[src/sv/lpld_pkg.sv]
`timescale 1ns / 1ps

package lpld_pkg;

    localparam int SENSOR_COUNT = 8;
    localparam int SAMPLE_W     = 12;
    localparam int POS_W        = 13;
    localparam int ERR_W        = 14;
    localparam int CTRL_W       = 16;
    localparam int DUTY_W       = 8;

    // Register indexes of the configuration port.
    typedef enum logic [1:0] {
        CFG_REFERENCE = 2'd0,
        CFG_DEADBAND  = 2'd1,
        CFG_BASE_DUTY = 2'd2,
        CFG_THRESHOLD = 2'd3
    } t_cfg_index;

    localparam logic signed [POS_W-1:0] RST_REFERENCE = 13'sd0;
    localparam logic [11:0]             RST_DEADBAND  = 12'd256;
    localparam logic [DUTY_W-1:0]       RST_BASE_DUTY = 8'd60;
    localparam logic [SAMPLE_W-1:0]     RST_THRESHOLD = 12'd2048;

    // Lead-lag coefficients scaled by 2^16.
    localparam logic signed [17:0] COEF_B0 = 18'sd101161;
    localparam logic signed [17:0] COEF_B1 = 18'sd96639;
    localparam logic signed [17:0] COEF_A1 = 18'sd55555;

    // Pipeline strobes handed from the sequencer to the datapath.
    typedef struct packed {
        logic lane_load;
        logic merge_load;
        logic mul_load;
        logic sum_load;
    } t_ctl;

    // Line bits to position in Q5.8: single bits and adjacent pairs, from the
    // rightmost sensor at -8.75 to the leftmost at +8.75 in steps of 1.25.
    function automatic logic signed [POS_W-1:0] pos_of(input logic [SENSOR_COUNT-1:0] pat);
        logic signed [POS_W-1:0] p;
        case (pat)
            8'h01:   p = -13'sd2240;
            8'h03:   p = -13'sd1920;
            8'h02:   p = -13'sd1600;
            8'h06:   p = -13'sd1280;
            8'h04:   p = -13'sd960;
            8'h0C:   p = -13'sd640;
            8'h08:   p = -13'sd320;
            8'h18:   p = 13'sd0;
            8'h10:   p = 13'sd320;
            8'h30:   p = 13'sd640;
            8'h20:   p = 13'sd960;
            8'h60:   p = 13'sd1280;
            8'h40:   p = 13'sd1600;
            8'hC0:   p = 13'sd1920;
            8'h80:   p = 13'sd2240;
            default: p = 13'sd0;
        endcase
        return p;
    endfunction

endpackage

[src/sv/lpld_lane.sv]
`timescale 1ns / 1ps

module lpld_lane
    import lpld_pkg::*;
(
    input  logic                i_clk,
    input  t_ctl                i_ctl,
    input  logic [SAMPLE_W-1:0] i_sample,
    input  logic [SAMPLE_W-1:0] i_threshold,
    output logic                o_bit
);

    logic r_bit;

    always_ff @(posedge i_clk) begin
        if (i_ctl.lane_load) begin
            r_bit <= (i_sample >= i_threshold);
        end
    end

    assign o_bit = r_bit;

endmodule

[src/sv/lpld_merge.sv]
`timescale 1ns / 1ps

module lpld_merge
    import lpld_pkg::*;
(
    input  logic                    i_clk,
    input  t_ctl                    i_ctl,
    input  logic [SENSOR_COUNT-1:0] i_bits,
    input  logic signed [POS_W-1:0] i_reference,
    input  logic [11:0]             i_deadband,
    output logic signed [POS_W-1:0] o_position,
    output logic signed [ERR_W-1:0] o_error
);

    logic signed [POS_W-1:0] n_position;
    logic signed [ERR_W-1:0] w_diff;
    logic [ERR_W-1:0]        w_mag;
    logic signed [ERR_W-1:0] n_error;
    logic signed [POS_W-1:0] r_position;
    logic signed [ERR_W-1:0] r_error;

    always_comb begin
        n_position = pos_of(i_bits);
        w_diff     = ERR_W'(n_position) - ERR_W'(i_reference);
        w_mag      = w_diff[ERR_W-1] ? ERR_W'(-w_diff) : ERR_W'(w_diff);
        // Inside the deadband the error is treated as exactly zero.
        n_error    = (w_mag < ERR_W'(i_deadband)) ? '0 : w_diff;
    end

    always_ff @(posedge i_clk) begin
        if (i_ctl.merge_load) begin
            r_position <= n_position;
            r_error    <= n_error;
        end
    end

    assign o_position = r_position;
    assign o_error    = r_error;

endmodule

[src/sv/lpld_law.sv]
`timescale 1ns / 1ps

module lpld_law
    import lpld_pkg::*;
(
    input  logic                     i_clk,
    input  logic                     i_rst_n,
    input  t_ctl                     i_ctl,
    input  logic signed [ERR_W-1:0]  i_error,
    input  logic [DUTY_W-1:0]        i_base_duty,
    output logic signed [CTRL_W-1:0] o_control,
    output logic [DUTY_W-1:0]        o_duty_left,
    output logic [DUTY_W-1:0]        o_duty_right
);

    localparam int ACC_W  = 36;
    localparam int DUTY_Q = 26;

    logic signed [ERR_W-1:0]  r_last_error;
    logic signed [CTRL_W-1:0] r_last_control;
    logic signed [31:0]       r_pb0;
    logic signed [31:0]       r_pb1;
    logic signed [33:0]       r_pa1;
    logic signed [CTRL_W-1:0] r_u;

    logic signed [ACC_W-1:0]  w_acc;
    logic signed [19:0]       w_round;
    logic signed [CTRL_W-1:0] n_u;
    logic signed [DUTY_Q-1:0] w_u_q;
    logic signed [DUTY_Q-1:0] w_us;
    logic signed [DUTY_Q-1:0] w_base;

    function automatic logic [DUTY_W-1:0] sat_duty(input logic signed [DUTY_Q-1:0] q);
        logic [DUTY_W-1:0] d;
        if (q < 0) begin
            d = '0;
        end else if (q > DUTY_Q'(65280)) begin
            d = '1;
        end else begin
            d = q[15:8];
        end
        return d;
    endfunction

    always_comb begin
        w_acc   = ACC_W'(r_pb0) - ACC_W'(r_pb1) + ACC_W'(r_pa1) + ACC_W'(32768);
        w_round = w_acc[ACC_W-1:16];
        if (w_round > 20'sd32767) begin
            n_u = 16'sh7FFF;
        end else if (w_round < -20'sd32768) begin
            n_u = -16'sh8000;
        end else begin
            n_u = w_round[CTRL_W-1:0];
        end
    end

    always_ff @(posedge i_clk) begin
        if (i_ctl.mul_load) begin
            r_pb0 <= 32'(i_error) * 32'(COEF_B0);
            r_pb1 <= 32'(r_last_error) * 32'(COEF_B1);
            r_pa1 <= 34'(r_last_control) * 34'(COEF_A1);
        end
        if (i_ctl.sum_load) begin
            r_u <= n_u;
        end
    end

    always_ff @(posedge i_clk) begin
        if (!i_rst_n) begin
            r_last_error   <= '0;
            r_last_control <= '0;
        end else if (i_ctl.sum_load) begin
            r_last_error   <= i_error;
            r_last_control <= n_u;
        end
    end

    // u*255 is taken as u*256 - u.
    always_comb begin
        w_u_q  = DUTY_Q'(r_u);
        w_us   = (w_u_q <<< 8) - w_u_q;
        w_base = $signed(DUTY_Q'({i_base_duty, 8'h00}));
    end

    assign o_control    = r_u;
    assign o_duty_left  = (i_error == '0) ? '0 : sat_duty(w_base - w_us);
    assign o_duty_right = (i_error == '0) ? '0 : sat_duty(w_base + w_us);

endmodule

[src/sv/line_position_lead_lag_drive_top.sv]
`timescale 1ns / 1ps
// Line follower drive: each item holds eight 12-bit reflectance samples. Eight
// threshold lanes turn them into line bits, a merge stage decodes the position
// and the deadbanded error, and a lead-lag unit computes the saturated control
// value u and the two motor duties. One item is worked on at a time. The
// threshold lanes load at the accepting edge. After that come decode and
// error, then the three coefficient products, then the sum, rounding and
// saturation of u, and then the duty mapping into the result register. The
// sequencer then returns to idle before it takes the next item. The wait for
// the next item stretches while a finished result cannot move into the result
// register. The result register is separate, so the next item is taken while
// a result waits. Configuration registers are read while an item is in flight,
// so a write takes effect on the next item only if it is made while idle; the
// block itself does not enforce this.

module line_position_lead_lag_drive_top
    import lpld_pkg::*;
(
    input  logic                     i_clk,
    input  logic                     i_rst_n,
    input  logic                     i_cfg_we,
    input  logic [1:0]               i_cfg_index,
    input  logic [12:0]              i_cfg_data,
    input  logic                     i_in_valid,
    output logic                     o_in_stall,
    input  logic [SAMPLE_W-1:0]      i_sample_0,
    input  logic [SAMPLE_W-1:0]      i_sample_1,
    input  logic [SAMPLE_W-1:0]      i_sample_2,
    input  logic [SAMPLE_W-1:0]      i_sample_3,
    input  logic [SAMPLE_W-1:0]      i_sample_4,
    input  logic [SAMPLE_W-1:0]      i_sample_5,
    input  logic [SAMPLE_W-1:0]      i_sample_6,
    input  logic [SAMPLE_W-1:0]      i_sample_7,
    output logic                     o_out_valid,
    input  logic                     i_out_stall,
    output logic signed [POS_W-1:0]  o_position,
    output logic signed [ERR_W-1:0]  o_error,
    output logic signed [CTRL_W-1:0] o_control,
    output logic                     o_direction,
    output logic [DUTY_W-1:0]        o_duty_left,
    output logic [DUTY_W-1:0]        o_duty_right
);

    typedef enum logic [2:0] {
        S_IDLE,
        S_POS,
        S_MUL,
        S_SUM,
        S_OUT
    } t_state;

    t_state r_state;

    logic signed [POS_W-1:0] r_reference;
    logic [11:0]             r_deadband;
    logic [DUTY_W-1:0]       r_base_duty;
    logic [SAMPLE_W-1:0]     r_threshold;

    logic                     r_out_valid;
    logic signed [POS_W-1:0]  r_position;
    logic signed [ERR_W-1:0]  r_error;
    logic signed [CTRL_W-1:0] r_control;
    logic                     r_direction;
    logic [DUTY_W-1:0]        r_duty_left;
    logic [DUTY_W-1:0]        r_duty_right;

    t_ctl                     w_ctl;
    logic                     w_accept;
    logic                     w_out_free;
    logic [SAMPLE_W-1:0]      w_samp [SENSOR_COUNT];
    logic [SENSOR_COUNT-1:0]  w_bits;
    logic signed [POS_W-1:0]  w_position;
    logic signed [ERR_W-1:0]  w_error;
    logic signed [CTRL_W-1:0] w_control;
    logic [DUTY_W-1:0]        w_duty_left;
    logic [DUTY_W-1:0]        w_duty_right;

    assign w_samp[0] = i_sample_0;
    assign w_samp[1] = i_sample_1;
    assign w_samp[2] = i_sample_2;
    assign w_samp[3] = i_sample_3;
    assign w_samp[4] = i_sample_4;
    assign w_samp[5] = i_sample_5;
    assign w_samp[6] = i_sample_6;
    assign w_samp[7] = i_sample_7;

    assign o_in_stall = (r_state != S_IDLE);
    assign w_accept   = i_in_valid && (r_state == S_IDLE);
    assign w_out_free = !r_out_valid || !i_out_stall;

    assign w_ctl.lane_load  = w_accept;
    assign w_ctl.merge_load = (r_state == S_POS);
    assign w_ctl.mul_load   = (r_state == S_MUL);
    assign w_ctl.sum_load   = (r_state == S_SUM);

    always_ff @(posedge i_clk) begin
        if (!i_rst_n) begin
            r_reference <= RST_REFERENCE;
            r_deadband  <= RST_DEADBAND;
            r_base_duty <= RST_BASE_DUTY;
            r_threshold <= RST_THRESHOLD;
        end else if (i_cfg_we) begin
            case (t_cfg_index'(i_cfg_index))
                CFG_REFERENCE: r_reference <= $signed(i_cfg_data);
                CFG_DEADBAND:  r_deadband  <= i_cfg_data[11:0];
                CFG_BASE_DUTY: r_base_duty <= i_cfg_data[DUTY_W-1:0];
                CFG_THRESHOLD: r_threshold <= i_cfg_data[SAMPLE_W-1:0];
                default: ;
            endcase
        end
    end

    // Sample 0 is the leftmost sensor and lands in the top pattern bit.
    for (genvar g = 0; g < SENSOR_COUNT; g++) begin : g_lane
        lpld_lane u_lane (
            .i_clk       (i_clk),
            .i_ctl       (w_ctl),
            .i_sample    (w_samp[g]),
            .i_threshold (r_threshold),
            .o_bit       (w_bits[SENSOR_COUNT-1-g])
        );
    end

    lpld_merge u_merge (
        .i_clk       (i_clk),
        .i_ctl       (w_ctl),
        .i_bits      (w_bits),
        .i_reference (r_reference),
        .i_deadband  (r_deadband),
        .o_position  (w_position),
        .o_error     (w_error)
    );

    lpld_law u_law (
        .i_clk        (i_clk),
        .i_rst_n      (i_rst_n),
        .i_ctl        (w_ctl),
        .i_error      (w_error),
        .i_base_duty  (r_base_duty),
        .o_control    (w_control),
        .o_duty_left  (w_duty_left),
        .o_duty_right (w_duty_right)
    );

    always_ff @(posedge i_clk) begin
        if (!i_rst_n) begin
            r_state     <= S_IDLE;
            r_out_valid <= 1'b0;
        end else begin
            case (r_state)
                S_IDLE: if (w_accept) r_state <= S_POS;
                S_POS:  r_state <= S_MUL;
                S_MUL:  r_state <= S_SUM;
                S_SUM:  r_state <= S_OUT;
                S_OUT: begin
                    if (w_out_free) begin
                        r_state <= S_IDLE;
                    end
                end
                default: r_state <= S_IDLE;
            endcase
            if (r_state == S_OUT && w_out_free) begin
                r_out_valid <= 1'b1;
            end else if (r_out_valid && !i_out_stall) begin
                r_out_valid <= 1'b0;
            end
        end
    end

    always_ff @(posedge i_clk) begin
        if (r_state == S_OUT && w_out_free) begin
            r_position   <= w_position;
            r_error      <= w_error;
            r_control    <= w_control;
            r_direction  <= !w_error[ERR_W-1];
            r_duty_left  <= w_duty_left;
            r_duty_right <= w_duty_right;
        end
    end

    assign o_out_valid  = r_out_valid;
    assign o_position   = r_position;
    assign o_error      = r_error;
    assign o_control    = r_control;
    assign o_direction  = r_direction;
    assign o_duty_left  = r_duty_left;
    assign o_duty_right = r_duty_right;

endmodule

[config.mk]
export PLATFORM = sky130hd
export DESIGN_NAME = line_position_lead_lag_drive_top
export DESIGN_NICKNAME = d
export VERILOG_FILES = /design/src/sv/lpld_pkg.sv /design/src/sv/lpld_lane.sv /design/src/sv/lpld_merge.sv /design/src/sv/lpld_law.sv /design/src/sv/line_position_lead_lag_drive_top.sv
export SDC_FILE = /design/constraint.sdc
export NUM_CORES = 2
export LEC_CHECK = 0
export ABC_AREA = 0
export BUFFER_PORTS_ARGS = -buffer_cell sky130_fd_sc_hd__buf_2
export CAP_MARGIN = 15
export CELL_PAD_IN_SITES_DETAIL_PLACEMENT = 0
export CELL_PAD_IN_SITES_GLOBAL_PLACEMENT = 1
export CORE_MARGIN = 8
export CORE_UTILIZATION = 49
export CTS_CLUSTER_DIAMETER = 30
export DETAILED_ROUTE_END_ITERATION = 7
export PLACE_DENSITY = 0.93
export SLEW_MARGIN = 20
export SYNTH_ARGS = -nofsm -noshare
export SYNTH_HDL_FRONTEND = slang
export SYNTH_SLANG_ARGS = --single-unit
[constraint.sdc]
create_clock -name i_clk -period 16.4 [get_ports i_clk]
set_input_delay 0.82 -clock i_clk [delete_from_list [all_inputs] [get_ports i_clk]]
set_output_delay 0.82 -clock i_clk [all_outputs]
set_load 0.01 [all_outputs]
Word level (Yosys, flattened, before mapping)
Index checks and enable logic that the tools add are counted.
{"block": "classes", "eq_ne": 23, "n_mul": 3, "reduce_logical": 19, "muxes": 11, "n_lt_le_gt_ge": 15, "n_addsub": 8}
{"op": "13-bit one-hot mux with 14 select lines", "n": 1}
{"op": "12-bit greater-or-equal comparator", "n": 8}
{"op": "14-bit by 18-bit multiplier with 32-bit output, second input constant", "n": 2}
{"op": "26-bit by 17-bit > comparator with 1-bit output, second input constant", "n": 2}
{"op": "26-bit by 1-bit less-than comparator with 1-bit output, second input constant", "n": 2}
{"op": "36-bit by 17-bit adder with 36-bit output, second input constant", "n": 1}
{"op": "33-bit by 33-bit adder with 34-bit output", "n": 1}
{"op": "16-bit by 17-bit multiplier with 33-bit output, second input constant", "n": 1}
{"op": "32-bit by 32-bit subtractor with 33-bit output", "n": 1}
{"op": "16-bit 2-to-1 mux", "n": 2}
{"op": "17-bit by 25-bit adder with 26-bit output", "n": 1}
{"op": "17-bit by 25-bit subtractor with 26-bit output", "n": 1}
{"op": "24-bit by 16-bit subtractor with 25-bit output", "n": 1}
{"op": "20-bit by 16-bit > comparator with 1-bit output, second input constant", "n": 1}
{"op": "20-bit by 16-bit less-than comparator with 1-bit output, second input constant", "n": 1}
{"op": "8-bit by 2-bit == test with 1-bit output, second input constant", "n": 2}
{"op": "8-bit by 3-bit == test with 1-bit output, second input constant", "n": 2}
{"op": "8-bit by 4-bit == test with 1-bit output, second input constant", "n": 2}
{"op": "8-bit by 6-bit == test with 1-bit output, second input constant", "n": 2}
{"op": "8-bit by 7-bit == test with 1-bit output, second input constant", "n": 2}
{"op": "8-bit == test, second input constant", "n": 2}
{"op": "8-bit 2-to-1 mux", "n": 2}
{"op": "3-bit one-hot mux with 5 select lines", "n": 1}
{"op": "14-bit zero test", "n": 1}
{"op": "other kinds (23)", "n": 37}
{"block": "word_totals", "register_bits": 287, "inputBits": 116, "output_inout_bits": 62, "word_cells": 107}

Longest topological paths before layout
{"block": "logic_depth", "word_depth": 6, "depth_mapped": 30, "depth_no_buf": 28}

By module
From an unflattened synthesis, not the netlist that was laid out.
{"block": "hier_totals", "cells_unflattened": 3086, "hier_area_um2": 31108.6}
{"mod": "lpld_law", "seq_area_each_um2": 3993.8, "area_each_um2": 22183.8, "n_inst": 1, "cells_per_inst": 2211}
{"mod": "line_position_lead_lag_drive_top", "seq_area_each_um2": 2782.7, "area_each_um2": 3758.6, "n_inst": 1, "cells_per_inst": 255}
{"mod": "lpld_lane", "seq_area_each_um2": 30.0, "area_each_um2": 337.8, "n_inst": 8, "cells_per_inst": 40}
{"mod": "lpld_merge", "seq_area_each_um2": 630.6, "area_each_um2": 2463.6, "n_inst": 1, "cells_per_inst": 300}

Least setup slack after synthesis
No wires, ideal clock.
{"block": "synth_timing", "kind": "register to register", "start": "reg r_state[1]", "end": "reg u_law.r_pa1[0] (enable)", "required_time_ns": 15.706, "arrival_time_ns": 7.520, "setup_time_ns": 0.694, "period_less_slack_ns": 8.214, "path_stages_with_launch": 2, "path_buffers": 0, "slack_ns": 8.186, "cell_sequence": "dfxtp_1 -> nor3b_1"}
{"block": "synth_via", "elab_chain_cells": 1}
{"item": "start, declared", "line_no": "line_position_lead_lag_drive_top.sv:52", "source": "t_state r_state;"}
{"item": "start signal, assigned", "line_no": "line_position_lead_lag_drive_top.sv:147", "source": "r_state <= S_IDLE;"}
{"item": "start signal, assigned", "line_no": "line_position_lead_lag_drive_top.sv:151", "source": "S_IDLE: if (w_accept) r_state <= S_POS;"}
{"item": "start signal, assigned", "line_no": "line_position_lead_lag_drive_top.sv:152", "source": "S_POS: r_state <= S_MUL;"}
{"item": "3-bit by 2-bit == test with 1-bit output", "line_no": "line_position_lead_lag_drive_top.sv:93", "source": "assign w_ctl.mul_load = (r_state == S_MUL);"}
{"item": "end signal, assigned", "line_no": "lpld_law.sv:61", "source": "r_pa1 <= 34'(r_last_control) * 34'(COEF_A1);"}
{"item": "end, declared", "line_no": "lpld_law.sv:23", "source": "logic signed [33:0] r_pa1;"}
Every way passes these cells.
A chain may end at the register's enable or synchronous reset.

Final worst setup path
{"block": "layout_timing", "start": "reg u_law.r_last_error[2]", "end": "reg u_law.r_pb1[31], data pin"}
{"block": "layout_via", "elab_chain_cells": 1}
{"item": "start, declared", "line_no": "lpld_law.sv:19", "source": "logic signed [ERR_W-1:0] r_last_error;"}
{"item": "start signal, assigned", "line_no": "lpld_law.sv:73", "source": "r_last_error <= i_error;"}
{"item": "14-bit by 18-bit multiplier with 32-bit output", "line_no": "lpld_law.sv:60", "source": "r_pb1 <= 32'(r_last_error) * 32'(COEF_B1);"}
{"item": "end signal, assigned", "line_no": "lpld_law.sv:60"}
{"item": "end, declared", "line_no": "lpld_law.sv:22", "source": "logic signed [31:0] r_pb1;"}
Every way passes these cells.

==> metrics <==
commonest non-fill, non-tap cell in the layout ha_1; cts-stage hold buffer count 0; pwr/cell area 172 mW/mm^2; Req. time, crit path 16,730 ps; synth-to-layout area growth 13.1%; Residual DRC 0; Final Hold Fails 0; switching pwr 2580 uW; largest family of logic cells by synthesized area adder cells; Crit Path Max Fanout 6; Overflow after GRT 0; worst reg2reg setup slack 9930 ps; area occupied by registers 0.00747 sq mm; mux cell area share after synthesis 0.292%; CP Data Arrival Time 6800 ps; Leakage Power 0.0170 uW; Synth Warn # 0; f_max 155 MHz; die area 0.0685 sq mm; first-pass GRT wire length 115,000 um; Rows 90; Clock Path Buffers 3; startpoint types flip-flop; Flop pwr share 17.9%; vias in the first global route 22,100; DP Wirelength 57,300 um; Synth cell types 88; FILL cells 5,206; share of flip-flops with an asynchronous set or reset 0%; Crit. End Element flip-flop; top cells by area, synth ha_1, edfxtp_1, fa_1; Comb pwr share 60.4%; predominant post-synthesis flop cell edfxtp_1; outcome finished clean; Boundary Pins 178; Synth area leader ha_1; clock transition at the registers of the reported paths 50 ps; Setup-failing EPs final 0; DR vias/cell 5.38; top-area cell type share of the netlist area 24.2%; multi-input combinational cell area 0.0201 sq mm; highest-count cells in the layout ignoring fill and taps ha_1, inv_1, fa_1; ratio of cells with drive above 1 in the final layout 10.3%; Mapped Area 0.0296 sq mm; CTS sink count 275; post-CTS setup buffers 0; GP Congestion 0.920; number of antenna violations at the first check in global routing 8; CTS tree built; remaining antenna violation count 0; Switching Fraction 44.9%; later-pin clock latency in the skew report 650 ps; Post-Synth Simple-Gate Area 10.1%; type of the worst setup path reg -> reg; post-CTS sizing 0; fraction of synthesized cell area in xor and xnor cells 4.70%; Least-Margin Pin Slew 861 ps; final slew viol count 0; Mapped Avg Cell Area 10.0 sq um; standard cell core area 0.0600 sq mm; setup TNS 0 ps; largest net degree at the start of global routing 70; Seq/Total Area, Yosys 25.2%; clock skew 68.8 ps; Tightest Hold Check Type reg -> reg; WL final 71,400 um; fin crit period 6470 ps; max_slew headroom 41.1%; WL/cell 17.9 um; number of port buffers 171; Compound-Gate Fraction of Synth Area 12.4%; Total GRT Usage 21.1%; Vias 21,500; clock power share 21.7%; Power Total 5740 uW; initial core utilization 49.3%; RSZ-0062 raised after global routing false; period utilisation layout 39.4%; register bit total from synthesis 275; number of synthesized flops with an enable pin 196; max cap viols 0; Peak VDD IR 0.000179 V; internal power 3170 uW; DRT iter0 DRCs 1,357; H-tree depth 2; Die H 262 um; Adder-Cell Fraction of Synth Area 40.2%; Pre-antenna DRT Iters 6; Nets 4,072; CTS Buf Count 59; die width 262 um; root buffer cell clkbuf_16; Cells after Synth 2,945
## sequential cells by signal, summed over array words and instances (netlist names), 7 cells and up
name	cells
g_lane.u_lane.o_bit	8
u_law.r_pb1	32
u_law.r_last_control	16
o_control	16
o_error	14
u_law.o_control	16
u_law.r_last_error	14
u_merge.o_position	7
u_law.r_pb0	32
r_threshold	12
r_reference	13
u_merge.o_error	14
u_law.r_pa1	33
r_deadband	12
o_duty_right	8
r_base_duty	8
o_position	7
o_duty_left	8
## cells in the mapped netlist (all sizes together), types with 8 or more instances
cell    number
edfxtp     196
a21oi      138
xnor2      108
nand3       42
and2        11
or3         15
a211oi      12
nor3        52
a21o       104
or2         14
clkbuf      33
o21ai       87
a21boi      59
nor3b        8
o21bai      23
xor2        49
and3        13
a31oi       24
o31ai        8
nand4       15
nor2       119
dfxtp       79
o21a        25
nor2b       30
fa         237
a211o       13
buf         12
nor4        12
nand2      201
ha         572
nand2b      44
inv        495
## area by class of cell
class	instances	area share (%)
well taps	782	2.92
clock buffers	63	4.46
diodes	9	0.0673
clock inverters	48	1.87
inverters	496	5.56
repair buffers	181	2.78
flip-flops and latches	275	22.3
multi-input cells	2134	60.0
## worst max-delay path: stages (launching register included)
cell and delay, ps:
dfxtp_1 370, fa_1 660, inv_1 120, fa_1 510, inv_1 60, fa_1 500, inv_1 50, fa_1 480
inv_1 60, fa_1 500, fa_1 490, ha_1 360, and3_1 210, nor2b_1 150, o41ai_1 120, a31oi_1 330
a31oi_1 230, or3_1 410, a31oi_1 240, a21o_1 160, a21oi_1 70, xnor2_1 120
## cells by family after synthesis
| logic type | after synthesis |
|---|---|
| flops | 275 |
| buf+inv | 541 |
| mux | 8 |
| compound gates | 551 |
| xor+xnor | 157 |
| other cells | 1 |
| simple gates | 603 |
| fa+ha+maj | 809 |
## worst paths after layout
| check | cells past startpoint | to | from |
|---|---|---|---|
| worst min-delay path | 0 | o_position[9] | u_merge.o_position[9] |
| worst min register to register | 0 | o_position[9] | u_merge.o_position[9] |
| worst max register to register | 21 | u_law.r_pb1[31] | u_law.r_last_error[2] |
| worst max-delay path | 21 | u_law.r_pb1[31] | u_law.r_last_error[2] |
## stage by stage
step                setup slack (ps)  cells  instance area [sq um]  hold slack (ps)  utilization (%)
finish                          9930   3988                  33500              419             55.7
global route                    9550   3987                  33500              424             55.7
CTS                             9980   3979                  33400              419             55.7
detailed placement             10000   3868                  31300              405             52.2
global placement               10040   3868                  31300              401             52.2
floorplan                       8190   2950                  29600              400                -
## routing by layer
metal | part of all wire (%) | wire length [um] | vias to the layer above | GRT usage, %
met5 | 0 | 0 | - | 0
met4 | 3.1 | 2180 | 0 | 7.21
met3 | 6.1 | 4320 | 135 | 3.91
met2 | 48 | 34000 | 583 | 35.5
met1 | 43 | 30900 | 10200 | 27.1
li1 | - | - | 10500 | -
## power by group through the flow
stage	clock (uW)	combinational, uW	sequential, uW
after floorplan	0	2550	1010
after global placement	0	3360	1040
after detailed placement	0	3410	1040
after CTS	1260	3470	1030
after global routing	1300	3920	1040
final	1250	3470	1030
Note: power is estimated with default switching activity, not from simulation.
